### src/hdl/cri_ram.sv
module cri_ram #(
    parameter int WIDTH = 8,
    parameter int DEPTH = 256,
    localparam int AW = $clog2(DEPTH)
) (
    input  logic             i_clk,
    input  logic             i_wr_en,
    input  logic [AW-1:0]    i_wr_addr,
    input  logic [WIDTH-1:0] i_wr_data,
    input  logic [AW-1:0]    i_rd_addr,
    output logic [WIDTH-1:0] o_rd_data
);

    logic [WIDTH-1:0] r_mem [DEPTH];
    logic [WIDTH-1:0] r_rd_data;

    // read-first: a same-address write shows up on the next read
    always_ff @(posedge i_clk) begin
        if (i_wr_en) begin
            r_mem[i_wr_addr] <= i_wr_data;
        end
        r_rd_data <= r_mem[i_rd_addr];
    end

    assign o_rd_data = r_rd_data;

endmodule

### config.mk
export PLATFORM = sky130hd
export DESIGN_NAME = cri_ram
export DESIGN_NICKNAME = d
export VERILOG_FILES = /design/src/hdl/cri_ram.sv
export SDC_FILE = /design/constraint.sdc
export NUM_CORES = 2
export LEC_CHECK = 0
export BUFFER_PORTS_ARGS = -buffer_cell sky130_fd_sc_hd__buf_4
export CAP_MARGIN = 25
export CORE_ASPECT_RATIO = 1.25
export CORE_MARGIN = 4
export CORE_UTILIZATION = 59
export CTS_BUF_LIST = sky130_fd_sc_hd__clkbuf_8
export CTS_CLUSTER_DIAMETER = 30
export CTS_CLUSTER_SIZE = 12
export DETAILED_ROUTE_END_ITERATION = 6
export GPL_ROUTABILITY_DRIVEN = 0
export PLACE_DENSITY = 0.78
export SYNTH_ARGS = -nofsm -noshare
export SYNTH_HDL_FRONTEND = slang
export SYNTH_SLANG_ARGS = --single-unit
### constraint.sdc
create_clock -name i_clk -period 2.55 [get_ports i_clk]
set_clock_uncertainty 0.15 [all_clocks]
set_input_delay 0.51 -clock i_clk [delete_from_list [all_inputs] [get_ports i_clk]]
set_output_delay 0.51 -clock i_clk [all_outputs]
set_load 0.05 [all_outputs]
Word level (Yosys, flattened, before mapping)
Memories as Yosys holds them, arrays and structs flattened. A register that Yosys moved wholly into a read port is not among the register bits.
Cells that the tools add are included.

storage, ports and cells
  memories = 1
  flip-flop bits (word level) = 0
  word-level logic and storage cells = 3
  output and inout bits = 8
  memory bits (writable) = 2048
  input bits = 26

memories
  name   words  width  read ports  clocked after Yosys merged registers in  wr ports  line  source
  r_mem  256    8      1           1                                        1         14    logic [WIDTH-1:0] r_mem [DEPTH];

cells by class
  mux-type cells = 2

operators by type and width
  kind              number
  2-to-1 mux 1 bit  2

Longest topological paths before layout
  depth in word-level cells = 2
  depth in mapped cells = 11
  mapped depth without buffers = 6

Worst setup path before layout
Ideal clock, no wire load.

  kind = input to register
  start point = in i_rd_addr[0]
  end point = reg r_rd_data[2] (netlist: o_rd_data[2]) (read register of r_mem)
  data required time = 2.269 ns
  path slack = -0.048 ns
  buffers on the path = 4
  stages = 9
  arrival time = 2.317 ns
  setup time = 0.131 ns
  path through = buf_6 -> buf_12 -> buf_8 -> buf_2 -> mux4_2 -> a22oi_1 -> a21oi_1 -> nor4_1 -> nor4_2

RTL lines
  element             line  source
  start: declaration  10    input logic [AW-1:0] i_rd_addr,
  end: declaration    15    logic [WIDTH-1:0] r_rd_data;

==> results.yml <==
status:
  status: "finished with violations"
  failed_checks: "negative setup slack"
timing:
  post_route_clock_period_utilization_pct: 104
  finalSetupViolations: 1
  rsz_0062_raised_after_global_routing: "no"
  fin_crit_ps: 2650
  fin_tns_setup_ps: -102
  holdWs_ps: 118
  final_hold_viol_count: 0
  timing.max_slew.rel_slack_pct: 44.3
  worst_slack_ps: -102
  timing_worst_slew_pin_value_ps: 830
  timing_max_transition_violations_final: 0
  max_clock_freq_mhz: 377
clock_network:
  cts_setup_buffers: 0
  cts-root-buf: "clkbuf_8"
  tritoncts_clock_tree: "built"
  insertion_delay_ps: 1030
  clock_sinks: 2056
  cts_max_level: 5
  clk_pin_slew_worst_paths_ps: 80
  cts_buf_count: 290
  cts.path.max_buffers: 4
setup_path:
  critPathArrivalTime_ps: 3390
  wp_data_required_ps: 3290
  worstSetupPathType: "reg -> reg"
  endpoint_kind: "flip-flop"
  timing.critical_path.from_type: "flip-flop"
  critical_path_peak_fanout: 1
yosys:
  synthesis.instances: 3733
  async_reset_ff_share_pct: 0
  synthesis.nets: 3759
  yosys.cell_types.count: 55
  seq_area_frac_synth_pct: 77.5
  synth_compound_gate_area_share_pct: 3.42
  syn_avg_cell_area_um2: 21.3
  synth-adder-area-share_pct: 0
  synthFlopType: "edfxtp_1"
  synth_xor_xnor_area_share_pct: 0
  synth-simple-area-share_pct: 2.63
  syn_area_um2: 79600
  synth_top_family_by_area: "multiplexers"
  synth_top_cell_by_area: "edfxtp_1"
  yosysMostFrequentCell: "edfxtp_1"
  count_of_state_elements_after_synthesis: 2056
  netlist.area_leader.share_pct: 77.3
  synth.mux.area_fraction_pct: 14.6
  top_area_cells_in_the_synthesized_netlist: "edfxtp_1 77%, mux4_2 13%, mux2i_1 1.7%"
  synthTopCellsByCount: "2048 x edfxtp_1, 454 x mux4_2, 282 x nor2_1"
  yosys_warnings: 0
  synth_enable_flop_cells: 2048
route:
  drcViolationCount: 0
  dr.max_layer_used: "met5"
  met1_length_um: 69000
  drt_iter0_markers: 6051
  post_drt_via_cell_ratio: 6.59
  detailroute.wirelength.met3_um: 21600
  route.vias.total: 43044
  routed_wire_length_per_instance_um: 31.0
  route.met2.wl_um: 101000
  antenna_left: 0
  first_pass_iters: 6
  wirelength_um: 202000
global_routing:
  number_of_global_route_vias_before_repair: 43573
  track_usage_pct: 29.2
  grt_overflow: 0
  grt_start_max_net_pins: 93
  wire_length_of_the_first_global_routing_pass_um: 295000
  antenna_violations_before_repair: 8
place:
  placement.cell_area_um2: 87100
  pre_cts_ws_ps: -1160
  placed_cells: 6017
  dp_hpwl_um: 134000
  port_buffers: 33
layout:
  finish.cell_count_without_fillers: 6535
  fin_util_pct: 70.0
  share_of_layout_cells_above_drive_strength_1_pct: 35.7
  finalNetCount: 4599
  area_delta_synth_final_pct: 17.7
  fin_area_um2: 93600
power_and_ir_drop:
  power.density_nw_per_um2: 741
  irDropWorstVdd_mv: 0.529
  fin_total_pwr_mw: 69.4
  static-leakage-power_nw: 30.8
floorplanning:
  fp.dieW_um: 336
  number_of_standard_cell_rows_in_the_floorplan: 150
  chipHeight_um: 419
  core_um2: 134000
  die_area_um2: 141000
  floorplan.initialDensity_pct: 59.5
  num_io_pins: 34
min_path:
  holdCritPathClass: "in -> reg"
run:
  drv.max_cap_violation_count: 0
-- registers in the layout, summed over array words and instances (netlist names) --
register,count
o_rd_data,8
r_mem,2048
-- layer usage --
metal / up-vias / GRT usage, %
li1: 17411 / -
met4: 2 / 14.7
met3: 500 / 6.93
met5: - / 0
met1: 22117 / 37.8
met2: 3014 / 47.1
-- critical path: stages, from the launching register on --
cell and delay, ps:
edfxtp_1 400, mux4_2 480, a22oi_1 410, a21oi_1 240, nor4_1 570, buf_4 250, nor4_1 40
-- cell families after synthesis --
kind of cell / Yosys count
AOI/OAI and AO/OA: 385
DFF: 2056
buffers and inverters: 235
muxes: 591
and+or+nand+nor: 466
-- report_power, final --
group	switching, mW	internal (mW)	leakage (nW)
clock	12.8	15.1	3.22
combinational	2.46	1.64	9.09
sequential	0.0719	37.2	18.5
total	15.4	54.0	30.8
-- repair_timing --
action                     CTS  global route
setup endpoints to repair    5             7
gates resized for setup     10            13
cloned                       0             0
hold endpoints to repair   356             0
hold buffers                12             0
pin swaps                    0             1
-- cell type report --
| cell class | instances | area [µm²] |
|---|---|---|
| antenna | 9 | 22.5 |
| clock buffer | 294 | 4050 |
| clock inverter | 203 | 2240 |
| fill | 7468 | 40200 |
| inverter | 2 | 7.51 |
| multi-input combinational | 1442 | 16600 |
| sequential | 2056 | 61700 |
| tap | 1748 | 2190 |
| timing repair buffer | 781 | 6870 |
-- layout by cell type (no fill, tap or decap), types with 46 or more instances in the layout --
cell,count
mux4_2,454
o221ai_1,46
nor2_1,278
buf_4,685
buf_12,73
edfxtp_1,2048
mux2i_1,134
a22oi_1,133
a21oi_1,96
clkbuf_8,302
-- final timing paths --
check	from	endpoint	cells past startpoint	slack, ps
worst max-delay path	r_mem[24][1]$_DFFE_PP_	o_rd_data[1]$_DFF_P_	6	-100
worst min-delay path	i_wr_addr[0]	r_mem[167][6]$_DFFE_PP_	4	120
worst max register to register	r_mem[24][1]$_DFFE_PP_	o_rd_data[1]$_DFF_P_	6	-100
worst min register to register	r_mem[20][6]$_DFFE_PP_	o_rd_data[6]$_DFF_P_	6	900
No activity file was read; power rests on OpenSTA's default activity.
