### config.mk
export PLATFORM = sky130hd
export DESIGN_NAME = cri_judge
export DESIGN_NICKNAME = d
export VERILOG_FILES = /design/src/hdl/cri_pkg.sv /design/src/hdl/cri_judge.sv
export SDC_FILE = /design/constraint.sdc
export NUM_CORES = 1
export LEC_CHECK = 0
export BUFFER_PORTS_ARGS = -buffer_cell sky130_fd_sc_hd__buf_2
export CAP_MARGIN = 20
export CORE_MARGIN = 2
export CORE_UTILIZATION = 55
export CTS_BUF_LIST = sky130_fd_sc_hd__clkbuf_4
export CTS_CLUSTER_DIAMETER = 60
export DETAILED_ROUTE_END_ITERATION = 16
export HOLD_SLACK_MARGIN = 0.06
export PLACE_DENSITY_LB_ADDON = 0.3
export SLEW_MARGIN = 20
export SYNTH_ARGS = -nofsm -noshare
export SYNTH_HDL_FRONTEND = slang
export SYNTH_SLANG_ARGS = --single-unit
### constraint.sdc
create_clock -name i_clk -period 5.72 [get_ports i_clk]
set_input_delay 0.572 -clock i_clk [delete_from_list [all_inputs] [get_ports i_clk]]
set_output_delay 0.572 -clock i_clk [all_outputs]
set_load 0.05 [all_outputs]
### src/hdl/cri_pkg.sv
package cri_pkg;

    // Defaults for the top level parameters
    localparam int MAX_LENGTH    = 1024;
    localparam int ALPHABET_SIZE = 256;

    // Fixed field widths
    localparam int CHAR_W    = 8;
    localparam int THRESH_W  = 10;
    localparam int SQ_OUT_W  = 21;
    localparam int LEN_OUT_W = 11;

    // Threshold in thousandths; reset value is 0.3
    localparam logic [THRESH_W-1:0] THRESH_RESET = 10'd300;
    localparam int SCALE = 1000;

    // Fraction bits of the reciprocal used to fold a byte into the alphabet
    localparam int RECIP_SHIFT = 16;

endpackage

### src/hdl/cri_judge.sv
module cri_judge #(
    parameter int CNT_W = 11,
    localparam int SUM_W = 2 * CNT_W,
    localparam int PW    = 2 * CNT_W + cri_pkg::THRESH_W
) (
    input  logic                         i_clk,
    input  logic                         i_rst_n,
    input  logic                         i_adv,
    input  logic [cri_pkg::THRESH_W-1:0] i_thr,
    input  logic                         i_valid,
    input  logic [SUM_W-1:0]             i_sum,
    input  logic [CNT_W-1:0]             i_len,
    input  logic                         i_ovf,
    output logic                         o_valid,
    output logic                         o_rep,
    output logic [SUM_W-1:0]             o_sum,
    output logic [CNT_W-1:0]             o_len,
    output logic                         o_ovf
);

    logic             r_j1_valid, r_j2_valid, r_j3_valid;
    logic [SUM_W-1:0] r_j1_sum, r_j2_sum, r_j3_sum;
    logic [CNT_W-1:0] r_j1_len, r_j2_len, r_j3_len;
    logic             r_j1_ovf, r_j2_ovf, r_j3_ovf;
    logic [SUM_W-1:0] r_j2_len2;
    logic [PW-1:0]    r_j3_lhs, r_j3_rhs;

    logic [SUM_W-1:0] w_len2;
    logic [PW-1:0]    w_lhs, w_rhs;

    assign w_len2 = SUM_W'(r_j1_len) * SUM_W'(r_j1_len);
    assign w_lhs  = PW'(r_j2_sum) * PW'(cri_pkg::SCALE);
    assign w_rhs  = PW'(i_thr) * PW'(r_j2_len2);

    always_ff @(posedge i_clk) begin
        if (!i_rst_n) begin
            r_j1_valid <= 1'b0;
            r_j2_valid <= 1'b0;
            r_j3_valid <= 1'b0;
        end else if (i_adv) begin
            r_j1_valid <= i_valid;
            r_j2_valid <= r_j1_valid;
            r_j3_valid <= r_j2_valid;
        end
    end

    always_ff @(posedge i_clk) begin
        if (i_adv) begin
            r_j1_sum  <= i_sum;
            r_j1_len  <= i_len;
            r_j1_ovf  <= i_ovf;
            r_j2_sum  <= r_j1_sum;
            r_j2_len  <= r_j1_len;
            r_j2_ovf  <= r_j1_ovf;
            r_j2_len2 <= w_len2;
            r_j3_sum  <= r_j2_sum;
            r_j3_len  <= r_j2_len;
            r_j3_ovf  <= r_j2_ovf;
            r_j3_lhs  <= w_lhs;
            r_j3_rhs  <= w_rhs;
        end
    end

    assign o_valid = r_j3_valid;
    assign o_rep   = (r_j3_lhs >= r_j3_rhs);
    assign o_sum   = r_j3_sum;
    assign o_len   = r_j3_len;
    assign o_ovf   = r_j3_ovf;

endmodule
[Word-level counts from Yosys, hierarchy flattened]
Index checks and enable logic that the tools add are counted.
Word-level totals
  register bits: 188
  input bits: 48
  output and inout port bits: 36
  word-level logic and storage cells: 19
Operators by class
  $mul: 3
  magnitude comparators: 1
Operators with widths (number)
  32-bit >= comparator: 1
  10-bit by 22-bit multiplier with 32-bit output: 1
  22-bit by 7-bit multiplier with 29-bit output (second input constant): 1
  11-bit by 11-bit multiplier with 22-bit output: 1

[Logic depth before layout (Yosys ltp)]
  depth after elaboration: 1
  mapped depth: 21

[Least setup slack after synthesis]
OpenSTA, ideal clock, no wires.
  path type: input port to flip-flop
  start point: in i_thr[1] in the netlist's numbering
  end point: reg r_j3_rhs[28] (data pin)
  arrival time: 5.111 ns
  data required time: 5.458 ns
  slack: 0.347 ns
  stages on the path: 18
  cells stage by stage: clkbuf_1 > nand2_1 > fa_1 > inv_1 > fa_1 > fa_1 > fa_1 > inv_1 > fa_1 > inv_1 > ha_1 > a21oi_2 > o21ai_1 > a211o_1 > a311o_1 > o21bai_1 > a21oi_1 > xor2_1
On the way
  word-level cells in the longest chain between the ends: 1
Ends and longest elaborated chain
  start, declared: line cri_judge.sv:9  | input logic [cri_pkg::THRESH_W-1:0] i_thr,
  10-bit by 22-bit multiplier with 32-bit output: line cri_judge.sv:33  | assign w_rhs = PW'(i_thr) * PW'(r_j2_len2);
  net w_rhs[28]: line cri_judge.sv:29  | logic [PW-1:0] w_lhs, w_rhs;
  end signal, assigned: line cri_judge.sv:60  | r_j3_rhs <= w_rhs;
  end, declared: line cri_judge.sv:26  | logic [PW-1:0] r_j3_lhs, r_j3_rhs;
The timed path passes the listed nets, and every way through them passes these cells.
A chain may end at the register's enable or synchronous reset.

[Final worst setup path]
  start point: reg r_j2_len2[9]
  end point: reg r_j3_rhs[27] (data pin)
On the way
  word-level cells in the longest chain between the ends: 1
Ends and longest elaborated chain
  start, declared: line cri_judge.sv:25  | logic [SUM_W-1:0] r_j2_len2;
  start signal, assigned: line cri_judge.sv:55  | r_j2_len2 <= w_len2;
  10-bit by 22-bit multiplier with 32-bit output: line cri_judge.sv:33
  net w_rhs[27]: line cri_judge.sv:29
The timed path passes the listed nets, and every way through them passes these cells.

==> metrics <==
outcome=completed; CP max-delay cell=edfxtp_1; final max-slew violation count=0; Max FO, Critical Path=10; Post-DP HPWL=30.7 mm; die width=195 µm; H-tree depth=4; initial antenna violation count=1; Critical Path Max Stage Delay=0.73 ns; Die Area=0.0379 mm²; Synth Register Bits=184; Fill cells=between 2000 and 3000; Worst-path clk slew=approximately 0.16 ns; Synth Cell Area=0.0200 mm²; first drt pass iteration count=5; setup TNS=0 ns; aggregate global-route resource usage=21.7%; clock tree from TritonCTS=done; port bufs=83; syn avg cell area=~11 µm²; clk sinks=around 180; Min Hold Slack=0.136 ns; RSZ-0062 raised after global routing=no; Setup CP Type=reg2reg; area used by multi-input combinational logic=between 0.01 and 0.015 mm²; layout cells sized above 1=9.17%; startpoint types=flip-flop; Hold Path Class=in2reg; Seq/Total Area, Yosys=27.5%; Placed Instance Area=0.0210 mm²; P&R area growth vs syn=7.04%; Initial DRC Count=724; final wirelength=38.4 mm; most frequent cells in the layout=297 x inv_1, 294 x fa_1, 213 x ha_1; root buf cell=clkbuf_4; CTS Buf Count=17; Post-Syn Instances=1811; core box area=approximately 0.036 mm²; worst-margin pin slew=0.808 ns; DRC=0; Post-CTS Hold Fix Bufs=0; global-route wire length before repair=66.4 mm; vias in the first global route=13857; Synth cell types=64; Worst Path Arrival=5.87 ns; Core Util, Final=60.0%; Synthesis Warnings=0; cell mode on critical path=fa_1; Post-CTS Setup Inserts=0; row cnt=69; Initial Utilization=about 56%; Setup crit end kind=flip-flop; Die Span Y=195 µm; grt ovf=0; Top FF cell, synth=edfxtp_1; largest net degree at the start of global routing=98; WL per Instance=about 16 µm; Fmax achieved=182 MHz; Placer Congestion=roughly 0.90; detailed-route via count=12959; Post-synth EDFFs=181; Crit path buffers/inverters=3; Clock Skew=0.0282 ns; Fin. Hold Viols=0; fin crit period=5.51 ns; max cap viols=0; Routed Antenna Nets=0; I/O pin count=84; Clock Path Buffers=2; Reg area=0.00550 mm²; Required @ worst endpoint=a little over 6 ns; Design Area, Final=between 0.02 and 0.025 mm²; Post-CTS Resized=0; CP cell instances=nand2_1 -> fa_1 -> inv_1 -> fa_1 -> fa_1 -> fa_1 -> inv_1 -> fa_1 -> inv_1 -> ha_1 -> a21o_1 -> a221oi_2 -> o21a_1 -> o211ai_1 -> a31oi_1 -> nand2_1 -> xnor2_1; DR vias/cell=5.47; Worst slew margin=46.2%; CP top delay family=adder cells; worst skew pair latency=0.60 ns; final worst-path cycle share=96.3%; Final #Nets=2450; Async SR Flop Fraction=0%; commonest non-fill, non-tap cell in the layout=inv_1; setup violators final=0
-- worst register-to-register path, stage by stage, from the launching register on --
cell and delay (ns):
edfxtp_1 0.73, nand2_1 0.17, fa_1 0.55, inv_1 0.05
fa_1 0.48, fa_1 0.51, fa_1 0.49, inv_1 0.05
fa_1 0.48, inv_1 0.04, ha_1 0.33, a21o_1 0.20
a221oi_2 0.34, o21a_1 0.25, o211ai_1 0.14, a31oi_1 0.26
nand2_1 0.10, xnor2_1 0.13
-- sequential cells by signal, indices dropped and copies added (netlist names) --
register    cells
r_j2_valid      1
r_j2_len2      20
r_j1_sum       22
o_sum          22
r_j2_len       11
o_ovf           1
o_len          11
o_valid         1
r_j1_len       11
r_j2_sum       22
r_j3_lhs       27
r_j1_ovf        1
r_j1_valid      1
r_j3_rhs       32
r_j2_ovf        1
-- logic make-up after synthesis --
family | Yosys count | share of synthesized area (%)
AO/OA/AOI/OAI | 252 | 8.56
XOR/XNOR | 72 | 3.15
adder cells (fa/ha/maj) | 507 | 42.7
buffers and inverters | 355 | 6.71
flip-flops | 184 | 27.5
multiplexers | 7 | 0.357
other | 2 | 0.0375
AND/OR/NAND/NOR | 432 | 11.0
-- routing by layer --
metal | GRT usage, % | wire length (µm) | part of all wire [%]
met1 | 28.9 | 16800 | 44
met2 | 37.9 | 19600 | 51
met3 | 2.45 | 1350 | 3.5
met4 | 5.50 | 627 | 1.6
met5 | 0 | 0 | 0
-- final timing paths --
path	startpoint	end	slack (ns)	depth (start not counted)
hold reg to reg	r_j2_len[9]	o_len[9]	0.43	0
hold / removal	i_len[4]	r_j1_len[4]	0.14	1
setup / recovery	r_j2_len2[9]	r_j3_rhs[27]	0.21	17
setup reg to reg	r_j2_len2[9]	r_j3_rhs[27]	0.21	17
-- per-stage QoR --
step | std cells | setup slack, ns
2_1_floorplan | 1814 | 0.347
3_3_place_gp | 2322 | 0.118
3_5_place_dp | 2322 | 0.0198
4_1_cts | 2354 | 0.0963
5_1_grt | 2370 | 0.00588
6_report | 2370 | 0.211
-- cells in the mapped netlist (5+ instances only) --
library cell  number  area (µm²)
a21oi_1           77         385
o22ai_1            5        31.3
inv_1            297        1110
xnor2_1           49         429
o21ai_1            8        40.0
and3_1             7        43.8
ha_1             213        2670
o21a_1            12        90.1
a211oi_1           9        67.6
and2_1           149         932
nand2_1          152         571
nand3_1           15        75.1
a21o_1            41         308
mux2i_1            6        60.1
o21ai_0           31         155
edfxtp_1         181        5440
o211ai_1           7        52.6
fa_1             294        5890
a21oi_2            6        52.6
nor2b_1           15        93.8
nor2_1            49         184
a211o_1            6        52.6
clkbuf_1          54         203
nand4_1           14        87.6
nand2b_1           8        50.1
o21bai_1          17         128
nor3_1             8        40.0
xor2_1            23         201
-- layout make-up --
type,instances,share of cell area [%]
flip-flops and latches,184,25.7
diodes,1,0.0117
well taps,461,2.69
multi-input cells,1275,61.5
clock buffers,18,0.631
clock inverters,14,0.912
inverters,297,5.21
repair buffers,120,3.34
Power is left out: the tool's default activity adds up to more than one toggle a clock period on the data nets, which glitch-free logic cannot reach.
